<file path="src/sv/osrb_pkg.sv">
// ----------------------------------------------------------------------------
// osrb_pkg
// Shared types and constants for the overwriting sample ring buffer.
// ----------------------------------------------------------------------------
package osrb_pkg;

	localparam int DEPTH_DEF   = 4096;
	localparam int MAX_RUN_DEF = 64;

	localparam int CAP_W    = 13;
	localparam int SAMPLE_W = 32;
	localparam int REQ_W    = 7;
	localparam int CAP_RESET = 4096;

	typedef enum logic [1:0] {
		CMD_ENQ   = 2'd0,
		CMD_DEQ   = 2'd1,
		CMD_QUERY = 2'd2,
		CMD_CLEAR = 2'd3
	} command_t;

	typedef enum logic [1:0] {
		ST_DATA   = 2'd0,
		ST_DONE   = 2'd1,
		ST_REJECT = 2'd2
	} status_t;

	typedef enum logic {
		S_IDLE,
		S_RUN
	} state_t;

	typedef struct packed {
		logic [1:0]          command;
		logic [SAMPLE_W-1:0] sample;
		logic [REQ_W-1:0]    request_count;
	} in_item_t;

	typedef struct packed {
		logic [1:0]          status;
		logic [SAMPLE_W-1:0] sample_out;
		logic [CAP_W-1:0]    fill_level;
		logic                last;
	} out_item_t;

	// controller -> datapath
	typedef struct packed {
		logic enq;
		logic clr;
		logic query;
		logic reject;
		logic load;
		logic step;
	} dp_cmd_t;

	// datapath -> controller
	typedef struct packed {
		logic slot_free;
		logic reject;
		logic run_last;
	} dp_status_t;

endpackage

</file>
<file path="src/sv/osrb_ctrl.sv">
// ----------------------------------------------------------------------------
// osrb_ctrl
// Request sequencer: decodes accepted requests and steps dequeue runs.
// ----------------------------------------------------------------------------
module osrb_ctrl (
	input  logic                   clk,
	input  logic                   arst_n,
	input  logic                   in_valid,
	output logic                   in_ready,
	input  logic [1:0]             command,
	input  osrb_pkg::dp_status_t   dp_status,
	output osrb_pkg::dp_cmd_t      dp_cmd
);

	osrb_pkg::state_t state_q;
	osrb_pkg::state_t state_d;

	always_ff @(posedge clk or negedge arst_n) begin
		if (!arst_n) begin
			state_q <= osrb_pkg::S_IDLE;
		end else begin
			state_q <= state_d;
		end
	end

	always_comb begin
		state_d  = state_q;
		in_ready = 1'b0;
		dp_cmd   = '0;
		case (state_q)
			osrb_pkg::S_IDLE: begin
				in_ready = dp_status.slot_free;
				if (in_valid && dp_status.slot_free) begin
					case (command)
						osrb_pkg::CMD_ENQ:   dp_cmd.enq = 1'b1;
						osrb_pkg::CMD_DEQ: begin
							if (dp_status.reject) begin
								dp_cmd.reject = 1'b1;
							end else begin
								dp_cmd.load = 1'b1;
								state_d     = osrb_pkg::S_RUN;
							end
						end
						osrb_pkg::CMD_QUERY: dp_cmd.query = 1'b1;
						osrb_pkg::CMD_CLEAR: dp_cmd.clr = 1'b1;
						default: ;
					endcase
				end
			end
			osrb_pkg::S_RUN: begin
				// one sample read per cycle while the output queue has room
				if (dp_status.slot_free) begin
					dp_cmd.step = 1'b1;
					if (dp_status.run_last) begin
						state_d = osrb_pkg::S_IDLE;
					end
				end
			end
			default: state_d = osrb_pkg::S_IDLE;
		endcase
	end

endmodule

</file>
<file path="config.mk">
export PLATFORM = sky130hd
export DESIGN_NAME = osrb_ctrl
export DESIGN_NICKNAME = d
export VERILOG_FILES = /design/src/sv/osrb_pkg.sv /design/src/sv/osrb_ctrl.sv
export SDC_FILE = /design/constraint.sdc
export NUM_CORES = 1
export LEC_CHECK = 0
export ABC_AREA = 1
export BUFFER_PORTS_ARGS = -buffer_cell sky130_fd_sc_hd__buf_2
export CORE_AREA = 2 2 39 41
export DETAILED_ROUTE_END_ITERATION = 10
export DIE_AREA = 0 0 41 43
export HOLD_SLACK_MARGIN = 0.15
export PLACE_DENSITY = 0.39
export SLEW_MARGIN = 20
export SYNTH_ARGS = -nofsm -noshare
export SYNTH_HDL_FRONTEND = slang
export SYNTH_SLANG_ARGS = --single-unit
</file>
<file path="constraint.sdc">
create_clock -name clk -period 0.9 [get_ports clk]
set_input_delay 0.18 -clock clk [delete_from_list [all_inputs] [get_ports clk]]
set_output_delay 0.18 -clock clk [all_outputs]
set_load 0.02 [all_outputs]
</file>
==> run metrics <==
worst hold path depth=4; DRC violations left=0; Rel. slew slack=88.6%; Worst Path Max Fanout=3; violated checks=negative setup slack; startpoint types=flop; Via-to-Cell Ratio=3.64; Wirelength per Cell=7.14 um; Setup CP Type=reg2out; Synth Net Count=33; placed inst area=289 sq um; Die Ht=43 um; global route total overflow=0; Top Family by Delay on Critical Path=flip-flops; multi-input logic area=150 sq um; skew final=0 ns; fin crit period=0.981 ns; Initial Util=9.40%; leading cell types in the layout, fill and taps excluded=buf_2 (8), buf_6 (6), nand2_1 (5); Finish-stage setup viols=7; gp weighted congestion=0.585; row cnt=14; most common cell after layout, fill and taps aside=buf_2; Detailed Routing Iterations Pass 1=1; Core Box Area=1380 sq um; period utilisation layout=109%; # fillers=152; Warnings, synthesis=0; mapped cell area=about 130 sq um; Buffers & Inverters on Critical Path=2; GRT Total Usage=between 4 and 5%; Netlist cell types=9; WP depth=4; post-synthesis sequential area ratio=19.2%; kind of end point of the critical path=output port; synthesized flop and latch total=1; setup bufs post-CTS=0; initial antenna violation count=0; layout cells sized above 1=between 70 and 80%; VDD IR max=0.277 mV; Reg with most FFs=state_q; Reg clk slew, reported paths=0 ns; Clock Latency Late Sink=0 ns; Final Cell Area=about 360 sq um; FMAX=a little over 1000 MHz; Slew @ Worst Pin=~0.17 ns; status=finished with violations; DR iter-0 viols=0; RSZ-0062 raised after global routing=true; I/O pin total=15; endpoints failing hold=0; post-route ant nets=0; synthesized area per cell=around 5.2 sq um; PD cells=537 nW/um^2; DP Worst Slack=-0.162 ns; CP max stage cell=dfrtp_1; Largest register FFs=1; Buffers on Ports=14; pin count of the biggest net entering global routing=5; die area=between 1500 and 2000 sq um; Critical Path AT=~0.8 ns; Worst EP required=0.72 ns; biggest registers after layout=state_q x1; min setup slack post-route=-0.0807 ns; number of slew-limit violations in the final report=0; total of max-cap violations=0; cell count after synthesis=25; Nets=53; cell count after placement=58; Ant. Diodes=0; WL final=421 um; R2R depth=4; Layout area overhead=178%; Reg area=~25 sq um; first-pass GRT wire length=641 um; non-filler cells, final=59; cell chain of the critical path=inv_2 -> nand2_4 -> nor3_4 -> buf_6; vias in the first global route=around 180; Worst path max stage delay=0.38 ns; chip width=41 um; Leak=0.200 nW; via count=215; Hold Path Class=in2reg
-- worst paths after layout --
path	start	endpoint	slack, ns
max	state_q	dp_cmd[5]	-0.08
min	dp_status[0]	state_q	0.44
max reg2reg	state_q	state_q	0.03
min reg2reg	state_q	state_q	0.65
max in group asynchronous	arst_n	state_q	0.32
min in group asynchronous	arst_n	state_q	0.49
-- per-stage QoR --
stage / utilization [%] / hold slack, ns / setup TNS, ns / power (mW)
2_1_floorplan: - / -0.116 / -0.199 / 0.120
6_report: 26.1 / 0.441 / -0.427 / 0.194
3_3_place_gp: 20.9 / -0.0447 / -0.705 / 0.165
4_1_cts: 25.3 / 0.452 / -0.509 / 0.189
3_5_place_dp: 20.9 / -0.0420 / -0.746 / 0.167
5_1_grt: 26.1 / 0.471 / -0.849 / 0.206
-- final cells by class --
type / count / area share, %
Inverter: 7 / 7.27
Multi-Input combinational cell: 17 / 41.5
Sequential cell: 1 / 6.92
Tap cell: 16 / 5.54
Timing Repair Buffer: 18 / 38.8
-- Yosys cell counts --
cell type	number	share of area [%]
nor2_2	1	4.8
nor2_1	3	8.7
inv_2	1	2.9
inv_1	6	17
dfrtp_1	1	19
nand3_2	1	7.7
nand2_2	1	4.8
nor3_1	3	12
nand2_1	8	23
-- metal layers --
layer | GRT usage (%) | wire [um] | vias up | part of all wire [%]
li1 | - | - | 108 | -
met1 | 5.43 | 166 | 98 | 39
met2 | 9.69 | 227 | 9 | 54
met3 | 0 | 27 | 0 | 6.4
met4 | 0 | 0 | 0 | 0
met5 | 0 | 0 | - | 0
-- power by group --
| part | internal (mW) | total, mW | switching (mW) |
|---|---|---|---|
| clock | 0 | 0 | 0 |
| sequential | 0.0491 | 0.0520 | 0.00293 |
| combinational | 0.0614 | 0.142 | 0.0810 |
-- worst min-delay path, cell delays in order --
cell     delay, ns
buf_2         0.07
nand2_1       0.04
nand2_1       0.05
nand2_1       0.05
-- what timing repair did --
| item | CTS | global route |
|---|---|---|
| resized for setup | 17 | 3 |
| pin swaps | 5 | 0 |
| endpoints found under the hold margin | 1 | 0 |
| endpoints found under the setup margin | 7 | 8 |
| hold buffers | 1 | 0 |
-- logic make-up (layout without fill, tap and decap cells) --
| group | after synthesis | count (layout) | synth area share [%] |
|---|---|---|---|
| flip-flops | 1 | 1 | 19.2 |
| buffers and inverters | 7 | 25 | 20.2 |
| AND/OR/NAND/NOR | 17 | 17 | 60.6 |
Note: power is estimated with default switching activity, not from simulation.
